==> src/sv/ppc_pkg.sv <==
// ----------------------------------------------------------------------------
// Polar pose controller package
// Shared types, constants, register indexes and the CORDIC arctangent table.
// ----------------------------------------------------------------------------
`default_nettype none
package ppc_pkg;

	localparam int unsigned CordicStepsDefault = 16;
	localparam int unsigned AtanEntries        = 24;

	// Configuration register indexes.
	localparam logic [2:0] RegGoalX          = 3'd0;
	localparam logic [2:0] RegGoalY          = 3'd1;
	localparam logic [2:0] RegGoalHeading    = 3'd2;
	localparam logic [2:0] RegGainDistance   = 3'd3;
	localparam logic [2:0] RegGainBearing    = 3'd4;
	localparam logic [2:0] RegGainFinalAngle = 3'd5;
	localparam logic [2:0] RegArriveDistance = 3'd6;

	typedef enum logic [2:0] {
		ST_IDLE,
		ST_PREP,
		ST_ITER,
		ST_ANGLE,
		ST_MUL,
		ST_OUT
	} ppc_state_t;

	// Commands from controller to datapath.
	typedef struct packed {
		logic load;     // capture pose, form differences
		logic prep;     // square sum, arrival test, CORDIC pre-rotation
		logic iter;     // one CORDIC and one square-root step
		logic angle;    // form alpha and beta
		logic mul;      // gain products
		logic finish;   // rounding, saturation, result register
	} ppc_cmd_t;

	// Status from datapath to controller.
	typedef struct packed {
		logic arrive;   // this item arrives (latch or threshold)
		logic iter_done;
	} ppc_sts_t;

	function automatic logic [31:0] atan_lut(input logic [4:0] i);
		logic [31:0] r;
		case (i)
			5'd0:  r = 32'h20000000;
			5'd1:  r = 32'h12E4051E;
			5'd2:  r = 32'h09FB385B;
			5'd3:  r = 32'h051111D4;
			5'd4:  r = 32'h028B0D43;
			5'd5:  r = 32'h0145D7E1;
			5'd6:  r = 32'h00A2F61E;
			5'd7:  r = 32'h00517C55;
			5'd8:  r = 32'h0028BE53;
			5'd9:  r = 32'h00145F2F;
			5'd10: r = 32'h000A2F98;
			5'd11: r = 32'h000517CC;
			5'd12: r = 32'h00028BE6;
			5'd13: r = 32'h000145F3;
			5'd14: r = 32'h0000A2FA;
			5'd15: r = 32'h0000517D;
			5'd16: r = 32'h000028BE;
			5'd17: r = 32'h0000145F;
			5'd18: r = 32'h00000A30;
			5'd19: r = 32'h00000518;
			5'd20: r = 32'h0000028C;
			5'd21: r = 32'h00000146;
			5'd22: r = 32'h000000A3;
			5'd23: r = 32'h00000051;
			default: r = 32'h0;
		endcase
		return r;
	endfunction

endpackage
`default_nettype wire

==> src/sv/ppc_ctrl.sv <==
// ----------------------------------------------------------------------------
// Polar pose controller sequencer
// Steps one pose word through preparation, CORDIC iterations and output.
// ----------------------------------------------------------------------------
`default_nettype none
module ppc_ctrl (
	input  wire                 clk,
	input  wire                 arst_n,
	input  wire                 in_valid,
	output logic                in_ready,
	input  wire                 out_free,
	input  ppc_pkg::ppc_sts_t   sts,
	output ppc_pkg::ppc_cmd_t   cmd
);
	import ppc_pkg::*;

	ppc_state_t state_q, state_d;

	// State register.
	always_ff @(posedge clk or negedge arst_n) begin
		if (!arst_n) begin
			state_q <= ST_IDLE;
		end else begin
			state_q <= state_d;
		end
	end

	// Next state and commands.
	always_comb begin
		state_d  = state_q;
		cmd      = '0;
		in_ready = 1'b0;
		case (state_q)
			ST_IDLE: begin
				in_ready = 1'b1;
				if (in_valid) begin
					cmd.load = 1'b1;
					state_d  = ST_PREP;
				end
			end
			ST_PREP: begin
				cmd.prep = 1'b1;
				state_d  = ST_ITER;
			end
			ST_ITER: begin
				if (sts.arrive) begin
					state_d = ST_OUT;
				end else begin
					cmd.iter = 1'b1;
					if (sts.iter_done) begin
						state_d = ST_ANGLE;
					end
				end
			end
			ST_ANGLE: begin
				cmd.angle = 1'b1;
				state_d   = ST_MUL;
			end
			ST_MUL: begin
				cmd.mul = 1'b1;
				state_d = ST_OUT;
			end
			ST_OUT: begin
				if (out_free) begin
					cmd.finish = 1'b1;
					state_d    = ST_IDLE;
				end
			end
			default: state_d = ST_IDLE;
		endcase
	end
endmodule
`default_nettype wire

==> config.mk <==
export PLATFORM = sky130hd
export DESIGN_NAME = ppc_ctrl
export DESIGN_NICKNAME = d
export VERILOG_FILES = /design/src/sv/ppc_pkg.sv /design/src/sv/ppc_ctrl.sv
export SDC_FILE = /design/constraint.sdc
export NUM_CORES = 1
export LEC_CHECK = 0
export BUFFER_PORTS_ARGS = -buffer_cell sky130_fd_sc_hd__buf_2
export CORE_AREA = 2 2 39 41
export CTS_CLUSTER_DIAMETER = 30
export DETAILED_ROUTE_END_ITERATION = 8
export DIE_AREA = 0 0 41 43
export SLEW_MARGIN = 10
export SYNTH_ARGS = -nofsm -noshare
export SYNTH_HDL_FRONTEND = slang
export SYNTH_SLANG_ARGS = --single-unit
==> constraint.sdc <==
create_clock -name clk -period 2.38 [get_ports clk]
set_clock_uncertainty 0.15 [all_clocks]
set_input_delay 0.714 -clock clk [delete_from_list [all_inputs] [get_ports clk]]
set_output_delay 0.714 -clock clk [all_outputs]
set_load 0.1 [all_outputs]
== After elaboration in Yosys (flattened, before gate mapping) ==
Cells that the tools add are included.

* Memories kept: 0
* Latch bits: 0
* Bits in writable memories: 0
* Logic and storage cells: 26
* ROM bits: 0
* Input port bits: 6
* Register bits after elaboration: 3
* Output and inout port bits: 7

* Reduce and logical (&&, ||, !) cells: 2
* Equal/unequal tests: 8
* Shifts and indexed selects: 0
* $mul: 0
* Multiplexer cells: 15
* Bitwise gates (word level): 0
* Magnitude comparators: 0
* Add/sub/neg operators: 0
* Divide/modulo/power cells: 0

{| class="wikitable"
|+ Operator list
! kind !! count
|-
| case mux 3 bit (6 select lines) || 1
|-
| 2-to-1 mux 3 bit || 4
|-
| 2-to-1 mux 1 bit || 10
|-
| equality test 3 x 2 -> 1 bit (second input constant) || 2
|-
| equality test 3 bit (second input constant) || 2
|-
| != test 2 bit (second input constant) || 2
|-
| equality test 3 x 1 -> 1 bit (second input constant) || 1
|-
| zero test 3 bit || 1
|-
| != test 3 bit (second input constant) || 1
|-
| AND reduction 3 bit || 1
|}

== Logic depth before layout (Yosys ltp) ==
* Depth after elaboration: 3
* Mapped depth: 4
* Depth with buffers taken out: 3

== Worst setup path after synthesis ==
Ideal clock, no wire load.

* Kind: reg-to-output
* From: register state_q[1]
* To: output cmd[1] (netlist name)
* Arrival: 2.683 ns
* Stages on the path, launching flop included: 3
* Path buffers: 1
* Required time: 1.516 ns
* Slack: -1.167 ns
* Cells stage by stage: dfrtp_1 -> buf_6 -> nor3b_1

{| class="wikitable"
|+ RTL lines
! element !! line !! source
|-
| from (decl) || ppc_ctrl.sv:17 || <nowiki>ppc_state_t state_q, state_d;</nowiki>
|-
| from (signal assigned) || ppc_ctrl.sv:24 || <nowiki>state_q <= state_d;</nowiki>
|-
| to (decl) || ppc_ctrl.sv:13 || <nowiki>output ppc_pkg::ppc_cmd_t cmd</nowiki>
|}

== Final worst setup path ==
* From: register state_q[1]
* To: output in_ready

* Word-level cells in the longest chain between the ends: 2

{| class="wikitable"
|+ RTL lines
! element !! line !! source
|-
| zero test 3 bit || ppc_ctrl.sv:33 || <nowiki>case (state_q)</nowiki>
|-
| 2-to-1 mux 1 bit || ppc_ctrl.sv:33 ||
|-
| to (decl) || ppc_ctrl.sv:10 || <nowiki>output logic in_ready,</nowiki>
|}

Every way passes these cells.

==> results.md <==
* Worst hold path type: primary input to async pin
* Seq/Total Area, Yosys at around a third
* Placed Instance Area at approximately 400 um^2
* Synth Instances at 28
* Setup CP Type: flop to output pin
* Setup slack at placement at 256 ps
* Die W at a little over 40 um
* Fin cells at 58
* Register bank with the most flops: state_q
* Top Registers: state_q (3)
* First-pass detailed-route iteration total at 2
* Final min period at roughly 2300 ps
* Worst-Margin Slew at approximately 480 ps
* Area Growth Syn to Fin at 91.5%
* Max reg flops at 3
* Crit start category: flop
* I/O pins at 13
* N_diodes at 0
* CTS H-tree lvls at 1
* Worst setup margin at between 100 and 150 ps
* Critical Path AT at about 1400 ps
* Die Y at approximately 43 um
* Status: complete, no violations
* CTS Sinks at 3
* Clk Latency, worst-skew pair at ~230 ps
* Setup TNS at 0 ps
* Finish-stage setup viols at 0
* WL final at 490 um
* Final Hold Fails at 0
* RSZ-0062 raised after global routing: false
* Worst-path fanout max at 9
* Slew Limit Fails at 0
* Largest net degree at the start of global routing at 11
* Most frequent cells in the layout: buf_2 (6), buf_12 (6), nor2_2 (3), clkbuf_4 (3), dfrtp_1 (3)
* Dpl cells at 54
* Synth area leaders: dfrtp_1 (34%), buf_6 (10%), nor2_1 (6.8%), nand2b_1 (5.7%), a21oi_1 (4.5%)
* Number of distinct library cells after synthesis at 18
* CTS-repair resized insts at 0
* Req. time, crit path at ~1500 ps
* Average cell area after synthesis at a little under 8 um^2
* Fin nets at 49
* Layout cells sized above 1 at approximately 57%
* Post-CTS Setup Bufs at 0
* CTS tree: yes
* Total track usage at slightly below 8%
* # port buffers at 12
* Syn_nets at 34
* First-pass GRT wire length at slightly above 900 um
* Antenna violations before repair at 0
* TritonCTS Buffers at 3
* F_max at ~440 MHz
* Grt ovf at 0
* # DRC at 0
* Final period util at a little over nine tenths
* Vias at between 200 and 250
* GPL Wtd Cong at between 0.7 and 0.8
* Synth Warn # at 0
* Hold-fix buffers, CTS at 0
* Flops & latches, synth at 3
* Critical path endpoint category: output pin
* Clock root buffer: clkbuf_4
* Max Cap Viol at 0
* Synth area leader: dfrtp_1
* Core ar. at 1380 um^2
* Fill count at about 150
* Slew margin rel. at 68.1%
* Synthesized area at ~220 um^2
* # rows at 14
* Synth top area share at approximately a third
* Placed wire-length estimate at between 300 and 400 um
* Starting Density at 15.9%
* Slowest CP cell: dfrtp_1
* DIE AREA at roughly 1800 um^2
* Design area at around 420 um^2
* ANT nets after route at 0
* CP Cell Sequence: nor3_4, buf_2
* Vias/cell at slightly above 4
* Worst stage delay on the critical path at ~480 ps
* Initial DRC count at 3
* WL per Instance at roughly 8.4 um
* CTS clk-pin slew, worst paths at ~40 ps
* Vias in the first global route at about 240
* CTS Buffer Depth at 2
[layer usage]
metal  global-route usage, %  routed length, um  vias up
li1                        -                  -      120
met1                    10.4                207      109
met2                    10.3                241       10
met3                       0                 25        2
met4                    8.00                 15        0
met5                       0                  0        -
[critical path, delay by kind of cell, from the launching register on]
family                 cells  cell delay (ps)
DFF                        1              480
buffers and inverters      1              450
and+or+nand+nor            1              230
[cells by family after synthesis]
family / count (synthesis) / share of synthesized area (%)
AOI/OAI and AO/OA: 7 / 17.6
buffers and inverters: 5 / 15.3
DFF: 3 / 34.1
and+or+nand+nor: 13 / 33.0
[final cells by class]
type	instances	area, um^2	share of cell area [%]
timing repair buffer	12	150	35.6
multi-input combinational	20	139	32.9
sequential	3	75.1	17.8
clock buffer	4	26.3	6.23
tap	16	20.0	4.75
inverter	3	11.3	2.67
[synthesized netlist by cell type]
library cell / instances
nor2_1: 4
dfrtp_1: 3
a21oi_1: 2
buf_6: 2
inv_1: 2
nand2b_1: 2
o21ai_1: 2
a22oi_1: 1
and2_1: 1
and3_1: 1
inv_2: 1
nand2_1: 1
nand3_1: 1
nor2_2: 1
nor3_2: 1
nor3b_1: 1
o21ai_0: 1
o22ai_1: 1
[through the flow]
step / utilization (%) / hold WS, ps
2_1_floorplan: - / 268
3_3_place_gp: 28.6 / 359
3_5_place_dp: 28.6 / 360
4_1_cts: 30.5 / 107
5_1_grt: 30.5 / 108
6_report: 30.5 / 113
[worst paths after layout]
path / from / endpoint / slack, ps / cells after the start
min reg2reg: state_q[2]$_DFFE_PN0P_ / state_q[1]$_DFFE_PN0P_ / 500 / 1
min in group clk: state_q[2]$_DFFE_PN0P_ / state_q[1]$_DFFE_PN0P_ / 500 / 1
max: state_q[1]$_DFFE_PN0P_ / in_ready / 120 / 2
max in group asynchronous: arst_n / state_q[0]$_DFFE_PN0P_ / 1860 / 1
max reg2reg: state_q[1]$_DFFE_PN0P_ / state_q[1]$_DFFE_PN0P_ / 1240 / 2
min: arst_n / state_q[1]$_DFFE_PN0P_ / 110 / 1
Power is left out: the tool's default activity adds up to more than one toggle a clock period on the data nets, which glitch-free logic cannot reach.
